### config.mk
export PLATFORM = sky130hd
export DESIGN_NAME = status_led_mode_sos_blinker_top
export DESIGN_NICKNAME = d
export VERILOG_FILES = /design/src/rtl/core/sosb_pkg.sv /design/src/rtl/core/status_led_mode_sos_blinker_top.sv
export SDC_FILE = /design/constraint.sdc
export NUM_CORES = 1
export LEC_CHECK = 0
export BUFFER_PORTS_ARGS = -buffer_cell sky130_fd_sc_hd__buf_2
export CORE_UTILIZATION = 64
export CTS_BUF_LIST = sky130_fd_sc_hd__clkbuf_4 sky130_fd_sc_hd__clkbuf_8
export DETAILED_ROUTE_END_ITERATION = 7
export PLACE_DENSITY = 0.89
export SYNTH_ARGS = -nofsm -noshare
export SYNTH_HDL_FRONTEND = slang
export SYNTH_SLANG_ARGS = --single-unit
export TNS_END_PERCENT = 1
### constraint.sdc
create_clock -name clk -period 5.6 [get_ports clk]
set_clock_uncertainty 0.1 [all_clocks]
set_input_delay 0 -clock clk [delete_from_list [all_inputs] [get_ports clk]]
set_output_delay 0 -clock clk [all_outputs]
set_load 0.01 [all_outputs]
### src/rtl/core/sosb_pkg.sv
`timescale 1ns / 1ps
`default_nettype none
// ----------------------------------------------------------------------------
// sosb_pkg
// Types, constants and segment helpers for the status LED SOS blinker.
// ----------------------------------------------------------------------------
package sosb_pkg;

  typedef enum logic [1:0] {
    MODE_BOOTING = 2'd0,
    MODE_READY   = 2'd1,
    MODE_NODEV   = 2'd2,
    MODE_FAULT   = 2'd3
  } mode_t;

  localparam logic ACT_TICK = 1'b0;
  localparam logic ACT_SET  = 1'b1;

  localparam int CFG_W     = 16;
  localparam int CFG_IDX_W = 3;

  localparam logic [CFG_IDX_W-1:0] REG_DOT    = 3'd0;
  localparam logic [CFG_IDX_W-1:0] REG_DASH   = 3'd1;
  localparam logic [CFG_IDX_W-1:0] REG_SYMGAP = 3'd2;
  localparam logic [CFG_IDX_W-1:0] REG_WORD   = 3'd3;
  localparam logic [CFG_IDX_W-1:0] REG_TAIL   = 3'd4;
  localparam logic [CFG_IDX_W-1:0] REG_TOGGLE = 3'd5;

  localparam logic [CFG_W-1:0] DOT_RST    = 16'd150;
  localparam logic [CFG_W-1:0] DASH_RST   = 16'd450;
  localparam logic [CFG_W-1:0] SYMGAP_RST = 16'd150;
  localparam logic [CFG_W-1:0] WORD_RST   = 16'd700;
  localparam logic [CFG_W-1:0] TAIL_RST   = 16'd2000;
  localparam logic [CFG_W-1:0] TOGGLE_RST = 16'd1000;

  localparam int MARKS_PER_LETTER = 3;
  localparam int SEGS_PER_LETTER  = 2 * MARKS_PER_LETTER + 1;
  localparam int SEGS_PER_CYCLE   = 3 * SEGS_PER_LETTER;
  localparam int SEG_W            = $clog2(SEGS_PER_CYCLE);

  typedef logic [SEG_W-1:0] seg_t;

  typedef struct packed {
    logic [CFG_W-1:0] dot;
    logic [CFG_W-1:0] dash;
    logic [CFG_W-1:0] symgap;
    logic [CFG_W-1:0] word;
    logic [CFG_W-1:0] tail;
  } sos_cfg_t;

  function automatic logic [CFG_W-1:0] at_least_one(logic [CFG_W-1:0] v);
    return (v == '0) ? CFG_W'(1) : v;
  endfunction

  // letter index 0..2 of a segment
  function automatic logic [1:0] seg_letter(seg_t seg);
    logic [1:0] l;
    if ({1'b0, seg} < (SEG_W + 1)'(SEGS_PER_LETTER)) begin
      l = 2'd0;
    end else if ({1'b0, seg} < (SEG_W + 1)'(2 * SEGS_PER_LETTER)) begin
      l = 2'd1;
    end else begin
      l = 2'd2;
    end
    return l;
  endfunction

  // position within the letter
  function automatic seg_t seg_pos(seg_t seg);
    logic [1:0] l;
    seg_t       p;
    l = seg_letter(seg);
    case (l)
      2'd0:    p = seg;
      2'd1:    p = seg - SEG_W'(SEGS_PER_LETTER);
      default: p = seg - SEG_W'(2 * SEGS_PER_LETTER);
    endcase
    return p;
  endfunction

  function automatic logic seg_lit(seg_t seg);
    seg_t p;
    p = seg_pos(seg);
    return ({1'b0, p} < (SEG_W + 1)'(2 * MARKS_PER_LETTER)) && !p[0];
  endfunction

  function automatic logic [CFG_W-1:0] seg_len(seg_t seg, sos_cfg_t c);
    seg_t             p;
    logic [1:0]       l;
    logic [CFG_W-1:0] len;
    p = seg_pos(seg);
    l = seg_letter(seg);
    if ({1'b0, p} < (SEG_W + 1)'(2 * MARKS_PER_LETTER)) begin
      if (!p[0]) begin
        len = (l == 2'd1) ? at_least_one(c.dash) : at_least_one(c.dot);
      end else begin
        len = at_least_one(c.symgap);
      end
    end else begin
      len = (l < 2'd2) ? c.word : c.tail;
    end
    return len;
  endfunction

endpackage
`default_nettype wire

### src/rtl/core/status_led_mode_sos_blinker_top.sv
`timescale 1ns / 1ps
`default_nettype none
// the result of an accepted input transaction is registered and appears on m_axis in the next cycle
// throughput: one item per cycle; s_axis_tready is high while the output register
// is empty or being drained, so input stalls only while m_axis_tready is held low
// reset (rst, synchronous): booting mode, LED lit, no SOS cycle, registers at
// their default timings
// ----------------------------------------------------------------------------
// status_led_mode_sos_blinker_top
// Four-mode status LED driver with steady, toggle and Morse SOS patterns.
// ----------------------------------------------------------------------------
module status_led_mode_sos_blinker_top (
  input  wire logic                          clk,
  input  wire logic                          rst,
  input  wire logic                          cfg_we,
  input  wire logic [sosb_pkg::CFG_IDX_W-1:0] cfg_index,
  input  wire logic [sosb_pkg::CFG_W-1:0]     cfg_data,
  input  wire logic                          s_axis_tvalid,
  output logic                               s_axis_tready,
  input  wire logic [7:0]                    s_axis_tdata,  // [1:0] new_mode
  input  wire logic                          s_axis_tuser,  // [0] action
  output logic                               m_axis_tvalid,
  input  wire logic                          m_axis_tready,
  output logic [7:0]                         m_axis_tdata   // [0] led_on, [2:1] shown_mode,
                                                            // [3] sos_busy
);

  sosb_pkg::sos_cfg_t                cfg;
  logic [sosb_pkg::CFG_W-1:0]        toggle_period;

  sosb_pkg::mode_t                   requested_mode, requested_mode_next;
  sosb_pkg::mode_t                   shown_mode, shown_mode_next;
  logic                              led_level, led_level_next;
  sosb_pkg::seg_t                    sos_segment, sos_segment_next;
  logic                              sos_active, sos_active_next;
  logic [sosb_pkg::CFG_W-1:0]        tick_count, tick_count_next;

  logic                              in_fire;
  logic                              do_enter;
  sosb_pkg::mode_t                   enter_mode;
  logic [sosb_pkg::CFG_W-1:0]        cur_len;
  logic [sosb_pkg::CFG_W:0]          cnt_inc;
  logic [sosb_pkg::SEG_W:0]          seg_n1, seg_n2;

  assign s_axis_tready = !m_axis_tvalid || m_axis_tready;
  assign in_fire       = s_axis_tvalid && s_axis_tready;

  // configuration registers
  always_ff @(posedge clk) begin
    if (rst) begin
      cfg.dot       <= sosb_pkg::DOT_RST;
      cfg.dash      <= sosb_pkg::DASH_RST;
      cfg.symgap    <= sosb_pkg::SYMGAP_RST;
      cfg.word      <= sosb_pkg::WORD_RST;
      cfg.tail      <= sosb_pkg::TAIL_RST;
      toggle_period <= sosb_pkg::TOGGLE_RST;
    end else if (cfg_we) begin
      case (cfg_index)
        sosb_pkg::REG_DOT:    cfg.dot       <= cfg_data;
        sosb_pkg::REG_DASH:   cfg.dash      <= cfg_data;
        sosb_pkg::REG_SYMGAP: cfg.symgap    <= cfg_data;
        sosb_pkg::REG_WORD:   cfg.word      <= cfg_data;
        sosb_pkg::REG_TAIL:   cfg.tail      <= cfg_data;
        sosb_pkg::REG_TOGGLE: toggle_period <= cfg_data;
        default: ;
      endcase
    end
  end

  always_comb begin
    requested_mode_next = requested_mode;
    shown_mode_next     = shown_mode;
    led_level_next      = led_level;
    sos_segment_next    = sos_segment;
    sos_active_next     = sos_active;
    tick_count_next     = tick_count;
    do_enter            = 1'b0;
    enter_mode          = requested_mode;
    cur_len             = sosb_pkg::seg_len(sos_segment, cfg);
    cnt_inc             = {1'b0, tick_count} + (sosb_pkg::CFG_W + 1)'(1);
    seg_n1              = {1'b0, sos_segment} + (sosb_pkg::SEG_W + 1)'(1);
    seg_n2              = seg_n1 + (sosb_pkg::SEG_W + 1)'(1);

    if (in_fire) begin
      if (s_axis_tuser == sosb_pkg::ACT_SET) begin
        requested_mode_next = sosb_pkg::mode_t'(s_axis_tdata[1:0]);
        if (!sos_active) begin
          do_enter   = 1'b1;
          enter_mode = sosb_pkg::mode_t'(s_axis_tdata[1:0]);
        end
      end else if (sos_active) begin
        if (cnt_inc >= {1'b0, cur_len}) begin
          if (seg_n1 >= (sosb_pkg::SEG_W + 1)'(sosb_pkg::SEGS_PER_CYCLE)) begin
            do_enter = 1'b1;
          end else if (sosb_pkg::seg_len(seg_n1[sosb_pkg::SEG_W-1:0], cfg) == '0) begin
            // empty gap is skipped
            if (seg_n2 >= (sosb_pkg::SEG_W + 1)'(sosb_pkg::SEGS_PER_CYCLE)) begin
              do_enter = 1'b1;
            end else begin
              sos_segment_next = seg_n2[sosb_pkg::SEG_W-1:0];
              tick_count_next  = '0;
              led_level_next   = sosb_pkg::seg_lit(seg_n2[sosb_pkg::SEG_W-1:0]);
            end
          end else begin
            sos_segment_next = seg_n1[sosb_pkg::SEG_W-1:0];
            tick_count_next  = '0;
            led_level_next   = sosb_pkg::seg_lit(seg_n1[sosb_pkg::SEG_W-1:0]);
          end
        end else begin
          tick_count_next = cnt_inc[sosb_pkg::CFG_W-1:0];
        end
      end else if (shown_mode == sosb_pkg::MODE_NODEV) begin
        if (cnt_inc >= {1'b0, sosb_pkg::at_least_one(toggle_period)}) begin
          led_level_next  = !led_level;
          tick_count_next = '0;
        end else begin
          tick_count_next = cnt_inc[sosb_pkg::CFG_W-1:0];
        end
      end
    end

    if (do_enter) begin
      shown_mode_next  = enter_mode;
      tick_count_next  = '0;
      sos_active_next  = 1'b0;
      sos_segment_next = '0;
      case (enter_mode)
        sosb_pkg::MODE_BOOTING: led_level_next = 1'b1;
        sosb_pkg::MODE_READY:   led_level_next = 1'b0;
        sosb_pkg::MODE_NODEV:   led_level_next = !led_level;
        default: begin
          sos_active_next = 1'b1;
          led_level_next  = 1'b1;
        end
      endcase
    end
  end

  always_ff @(posedge clk) begin
    if (rst) begin
      requested_mode <= sosb_pkg::MODE_BOOTING;
      shown_mode     <= sosb_pkg::MODE_BOOTING;
      led_level      <= 1'b1;
      sos_segment    <= '0;
      sos_active     <= 1'b0;
      tick_count     <= '0;
      m_axis_tvalid  <= 1'b0;
    end else begin
      requested_mode <= requested_mode_next;
      shown_mode     <= shown_mode_next;
      led_level      <= led_level_next;
      sos_segment    <= sos_segment_next;
      sos_active     <= sos_active_next;
      tick_count     <= tick_count_next;
      if (in_fire) begin
        m_axis_tvalid <= 1'b1;
      end else if (m_axis_tready) begin
        m_axis_tvalid <= 1'b0;
      end
    end
  end

  // result register
  always_ff @(posedge clk) begin
    if (in_fire) begin
      m_axis_tdata <= {4'b0000, sos_active_next, shown_mode_next, led_level_next};
    end
  end

endmodule
`default_nettype wire
# After elaboration in Yosys (flattened, before gate mapping)
# Index checks and enable logic that the tools add are counted.
# W data, S select, Z words.
# word_totals
ff_bits	128
out_inout_bits	10
# classes
addsub	9
order_cmp	16
eq_ne	15
n_mux	99
n_bitwise	2
reduce_logical	32
# op_table
op	n
$mux W16	24
$mux W5	20
$logic_not A16 Y1	5
$mux W2	28
$pmux W5 S2	4
$lt A5 B3 Y1 const B	7
$ge A17 B16 Y1	2
$mux W1	22
$add A16 B1 Y17 const B	1
$lt A5 B4 Y1 const B	3
$sub A5 B3 Y5 const B	3
$sub A5 B4 Y5 const B	3
$reduce_and A2 Y1	7
$ge A6 B5 Y1 const B	2
$eq A2 B1 Y1 const B	5
$logic_not A2 Y1	5
$add A5 B1 Y6 const B	1
$add A6 B1 Y6 const B	1
$eq A3 B2 Y1 const B	2
$eq A3 B3 Y1 const B	2
$reduce_and A6 Y1	1
$reduce_and A5 Y1	1
$eq A2 B2 Y1 const B	2
$logic_not A1 Y1	4
13 further kinds	18

# Longest topological paths before layout
# depth
word_depth	52
ltp_mapped	21
depth_no_buf	18

# Worst setup path after synthesis
# No wires, ideal clock.
# synth_timing
path_kind	register to register
start	register sos_segment[0]
end	register tick_count[14] (netlist bit)
arrival_time_ps	4726
required_time_ps	5430
slack_ps	703
stages_incl_launch_ff	21
path_buffers	3
synth_period_minus_slack_ps	4897
path_cell_list	dfxtp_1 > clkinv_1 > ha_1 > clkbuf_1 > a31oi_1 > o21ai_0 > a21oi_1 > a21oi_1 > a221oi_2 > buf_2 > mux2i_1 > ha_1 > a21oi_1 > a21boi_0 > o311ai_0 > and3_1 > nor2_1 > and3_4 > buf_6 > or4_1 > a21oi_1
# synth_via
elab_chain_len	31
word_cells_on_any_way	66
classes_between	6 x add/sub; 11 x order compare; 4 x eq/ne; 40 x mux; 5 x reduce/logical
# synth_lines
element	line_no	source
from (decl)	status_led_mode_sos_blinker_top.sv:34	sosb_pkg::seg_t sos_segment, sos_segment_next;
from (signal assigned)	status_led_mode_sos_blinker_top.sv:152	sos_segment <= sos_segment_next;
$add A5 B1 Y6	status_led_mode_sos_blinker_top.sv:81	seg_n1 = {1'b0, sos_segment} + (sosb_pkg::SEG_W + 1)'(1);
$lt A5 B4 Y1	sosb_pkg.sv:60	end else if ({1'b0, seg} < (SEG_W + 1)'(2 * SEGS_PER_LETTER)) begin
$mux W2	sosb_pkg.sv:60	
$mux W2	sosb_pkg.sv:58	if ({1'b0, seg} < (SEG_W + 1)'(SEGS_PER_LETTER)) begin
$mux W2	status_led_mode_sos_blinker_top.sv:93	if (seg_n1 >= (sosb_pkg::SEG_W + 1)'(sosb_pkg::SEGS_PER_CYCLE)) begin
$mux W2	status_led_mode_sos_blinker_top.sv:92	if (cnt_inc >= {1'b0, cur_len}) begin
$mux W2	status_led_mode_sos_blinker_top.sv:91	end else if (sos_active) begin
$mux W2	status_led_mode_sos_blinker_top.sv:85	if (s_axis_tuser == sosb_pkg::ACT_SET) begin
(+15 left out)	n/a	
$logic_not A16 Y1	status_led_mode_sos_blinker_top.sv:95	end else if (sosb_pkg::seg_len(seg_n1[sosb_pkg::SEG_W-1:0], cfg) == '0) begin
$mux W1	status_led_mode_sos_blinker_top.sv:95	
$mux W1	status_led_mode_sos_blinker_top.sv:93	
$mux W1	status_led_mode_sos_blinker_top.sv:92	
$mux W1	status_led_mode_sos_blinker_top.sv:91	
$mux W1	status_led_mode_sos_blinker_top.sv:85	
$mux W1	status_led_mode_sos_blinker_top.sv:84	if (in_fire) begin
$reduce_or A2 Y1 (no line)	n/a	
to (signal assigned)	status_led_mode_sos_blinker_top.sv:154	tick_count <= tick_count_next;
to (decl)	status_led_mode_sos_blinker_top.sv:36	logic [sosb_pkg::CFG_W-1:0] tick_count, tick_count_next;
# Several ways; a longest one is shown, not always the timed one. The select of a mux whose other input is x is not followed.
# A chain may end at the register's enable or synchronous reset.

# Final worst setup path
# layout_timing
start	register sos_segment[1]
end	register m_axis_tdata[0] (data pin)
# layout_via
elab_chain_len	31
word_cells_on_any_way	110
classes_between	8 x add/sub; 15 x order compare; 4 x eq/ne; 74 x mux; 9 x reduce/logical
# layout_lines
element	line_no	source
$add A5 B1 Y6	status_led_mode_sos_blinker_top.sv:81	
$add A6 B1 Y6 / $lt A5 B4 Y1 (equally long branches)	status_led_mode_sos_blinker_top.sv:82, sosb_pkg.sv:60	
$lt A5 B4 Y1 / $mux W2 (equally long branches)	sosb_pkg.sv:60	
$mux W2 (on tied branches)	sosb_pkg.sv:60, sosb_pkg.sv:58	
$mux W2 (on tied branches)	sosb_pkg.sv:58, status_led_mode_sos_blinker_top.sv:93	
$mux W2 (on tied branches)	status_led_mode_sos_blinker_top.sv:97, status_led_mode_sos_blinker_top.sv:92	
$mux W2 (on tied branches)	status_led_mode_sos_blinker_top.sv:95, status_led_mode_sos_blinker_top.sv:91	
$mux W2 (on tied branches)	status_led_mode_sos_blinker_top.sv:93, status_led_mode_sos_blinker_top.sv:85	
(+16 left out)	n/a	
$mux W1	status_led_mode_sos_blinker_top.sv:95	
$mux W1	status_led_mode_sos_blinker_top.sv:93	
$mux W1	status_led_mode_sos_blinker_top.sv:92	
$mux W1	status_led_mode_sos_blinker_top.sv:91	
$mux W1	status_led_mode_sos_blinker_top.sv:85	
$mux W1	status_led_mode_sos_blinker_top.sv:84	
$mux W1 (*)	status_led_mode_sos_blinker_top.sv:122	if (do_enter) begin
net led_level_next	status_led_mode_sos_blinker_top.sv:33	logic led_level, led_level_next;
to (signal assigned)	status_led_mode_sos_blinker_top.sv:166	m_axis_tdata <= {4'b0000, sos_active_next, shown_mode_next, led_level_next};
to (decl)	status_led_mode_sos_blinker_top.sv:24	output logic [7:0] m_axis_tdata
# Mark *: on every way through the listed nets, which the timed path passes. The rest lies on a longest branch. The select of a mux whose other input is x is not followed.

==> results_dict.tcl <==
set metrics [dict create \
    cts.sinks 128 \
    finalSetupViolCount 0 \
    final_nets 1079 \
    syn_area_per_cell_um2 7.73 \
    critical-path-slowest-cell "dfxtp_1" \
    fin_crit_sh 0.948 \
    max_freq_ghz 0.188 \
    die_y_um 111 \
    drtIter0Drc 1046 \
    multiInputGateArea_mm2 0.00456 \
    path_cells "inv_1 > ha_1 > a31oi_1 > o21ai_0 > a21oi_1 > a21oi_1 > a221oi_2 > buf_4 > mux2i_1 > ha_1 > nand3_1 > nor3_1 > o311ai_0 > and3_1 > nor2b_1 > mux2i_1 > a221oi_1 > o21ai_0" \
    power_mw 1.98 \
    holdWs_ps 51.3 \
    cp-end-kind "flop" \
    pre_cts_ws_ps 367 \
    dieWidth_um 111 \
    slowest_delay_ps 530 \
    vias 7465 \
    seq_area_frac_synth 0.345 \
    arrival_ps 5390 \
    cap_violations 0 \
    critPathKind "flop to flop" \
    yosys_warnings 0 \
    leakage_nw 3.40 \
    drv_slew 0 \
    postLayoutCellArea_mm2 0.00838 \
    synthTopCellsByArea "dfxtp_1 (33%), nand2_1 (10%), a21oi_1 (7.6%)" \
    rsz0062_at_grt "no" \
    crit_required_ps 5680 \
    ys_seq_elements 128 \
    wl_mm 21.1 \
    cts_tree "built" \
    start_kind "flop" \
    route.detailed.drc 0 \
    regArea_mm2 0.00260 \
    port_buffers 32 \
    insertion_delay_ps 460 \
    via_per_inst 6.44 \
    drive_above_1_share 0.111 \
    crit_path_max_fanout 16 \
    antenna_found_initial 0 \
    cts_buffer_depth 2 \
    vdd.ir_drop.worst_mv 0.240 \
    routabilityCongestion 0.922 \
    synthArstFlopShare 0 \
    setup_tns_ps 0 \
    hold_viol 0 \
    synth.cell_area_mm2 0.00754 \
    grt_pass1_vias 6921 \
    root_buffer "clkbuf_8" \
    dr.pass1.iters 6 \
    period_minus_slack_ps 5310 \
    syn_to_final_growth_pct 11.1 \
    grt_pass1_wl_mm 33.9 \
    slew_headroom 0.222 \
    diodes 0 \
    start_util 0.658 \
    worst_slack_ps 293 \
    critPathTopFamily "compound AO/OA/AOI/OAI gates" \
    ant_nets 0 \
    die_area_mm2 0.0122 \
    hpwl_mm 13.9 \
    p_per_area_mw_per_mm2 236 \
    track_usage 0.345 \
    ios 43 \
    cts-buffers-inserted 17 \
    grt_max_degree 75 \
    ys.flop_type "dfxtp_1" \
    path_buf_inv 2 \
    status "finished clean" \
    synthCells 976 \
    synth_edf_count 4 \
    num_rows 39 \
    path_clk_slew_ps 80 \
    yosys.area.top_type_share 0.329 \
    core_region_area_mm2 0.0115 \
    wl_per_cell_um 18.1 \
    overflow 0 \
    dpl_cell_area_mm2 0.00772 \
    cts_max_level 4 \
    ys_types 71 \
    post-synth-top-area-cell "dfxtp_1" \
    nFillCells 808 \
    worst_pin_slew_ps 1160 \
    min_path_type "input port to flop" \
]
## logic make-up after synthesis
| kind of cell | Yosys count | synth area share |
|---|---|---|
| flip-flops | 128 | 0.345 |
| XOR/XNOR | 24 | 0.0289 |
| multiplexers | 57 | 0.0785 |
| buffers and inverters | 100 | 0.0547 |
| AND/OR/NAND/NOR | 407 | 0.245 |
| adder cells (fa/ha/maj) | 42 | 0.0697 |
| AO/OA/AOI/OAI | 217 | 0.178 |
| other | 1 | 0.000497 |
## metrics by stage
| step | std cells | util |
|---|---|---|
| 4_1_cts | 1160 | 0.730 |
| 5_1_grt | 1160 | 0.731 |
| 3_3_place_gp | 1105 | 0.673 |
| 6_report | 1160 | 0.731 |
| 2_1_floorplan | 979 | - |
| 3_5_place_dp | 1105 | 0.673 |
## where the power goes
group | switching [mW] | internal (mW) | total [mW]
Clock | 0.412 | 0.460 | 0.872
Combinational | 0.0974 | 0.0544 | 0.152
Sequential | 0.0175 | 0.938 | 0.955
Total | 0.527 | 1.45 | 1.98
## synthesized netlist by cell type (all sizes together) (3+ instances only)
library cell  count
ha               42
nand2b            4
nor3             12
nor4             23
nor2b             5
mux2             17
a211oi            8
inv              40
or4               6
nand4b            3
nand2           211
and2              5
a31oi             4
o211ai           10
xnor2            18
buf              16
nor2             57
o221a             9
a21oi           116
clkbuf           42
nand3            47
xor2              6
or2               4
a21o              3
dfxtp           124
a21boi            5
mux2i            40
edfxtp            4
nand4            10
o21ai            31
and3             12
## registers in the layout, summed over array words and instances, names as in the netlist
signal	flops
toggle_period	16
tick_count	16
requested_mode	2
m_axis_tvalid	1
sos_segment	5
m_axis_tdata	4
sos_active	1
shown_mode	2
led_level	1
cfg	80
## metal layers
| layer | routed length (um) | GRT usage |
|---|---|---|
| met5 | 0 | 0 |
| met4 | 962 | 0.188 |
| met3 | 1420 | 0.0703 |
| met2 | 10100 | 0.571 |
| met1 | 8550 | 0.419 |
## layout by cell type, fill, tap and decap left out, drive strengths merged, types with 9 or more instances in the layout
| master | count |
|---|---|
| clkbuf | 19 |
| and3 | 12 |
| nand4 | 10 |
| nand2 | 211 |
| xnor2 | 18 |
| inv | 45 |
| mux2i | 40 |
| dlygate4sd3 | 23 |
| a21oi | 116 |
| mux2 | 17 |
| o211ai | 10 |
| o21ai | 31 |
| dfxtp | 124 |
| nor4 | 23 |
| nor2 | 57 |
| o221a | 9 |
| buf | 41 |
| nor3 | 12 |
| ha | 42 |
| nand3 | 47 |
## tightest hold or removal path: stages
cell	delay, ps
buf_2	120
nor2_1	240
nand2_1	150
a21oi_1	50
## path summary, 6_finish.rpt
check                                 from                       endpoint  slack [ps]  cells past startpoint
max reg2reg    sos_segment[1]$_SDFFE_PP0P_      m_axis_tdata[0]$_DFFE_PP_         290                     18
max            sos_segment[1]$_SDFFE_PP0P_      m_axis_tdata[0]$_DFFE_PP_         290                     18
min                           cfg_index[0]           cfg[47]$_SDFFE_PP0P_          50                      4
min reg2reg  toggle_period[0]$_SDFFE_PP0P_  toggle_period[0]$_SDFFE_PP0P_         370                      2
## repair_timing
action,4_1_cts,5_1_grt
setup endpoints to repair,0,20
hold buffers,23,0
gates resized for setup,0,2
hold endpoints to repair,107,0
buffers inserted,0,0
## layout make-up
| class | instances | share of cell area |
|---|---|---|
| clock buffer | 19 | 0.0297 |
| clock inverter | 13 | 0.0212 |
| inverter | 42 | 0.0188 |
| multi-input combinational | 751 | 0.544 |
| sequential | 128 | 0.310 |
| tap | 143 | 0.0213 |
| timing repair buffer | 64 | 0.0546 |
(Power assumes the default switching activity.)
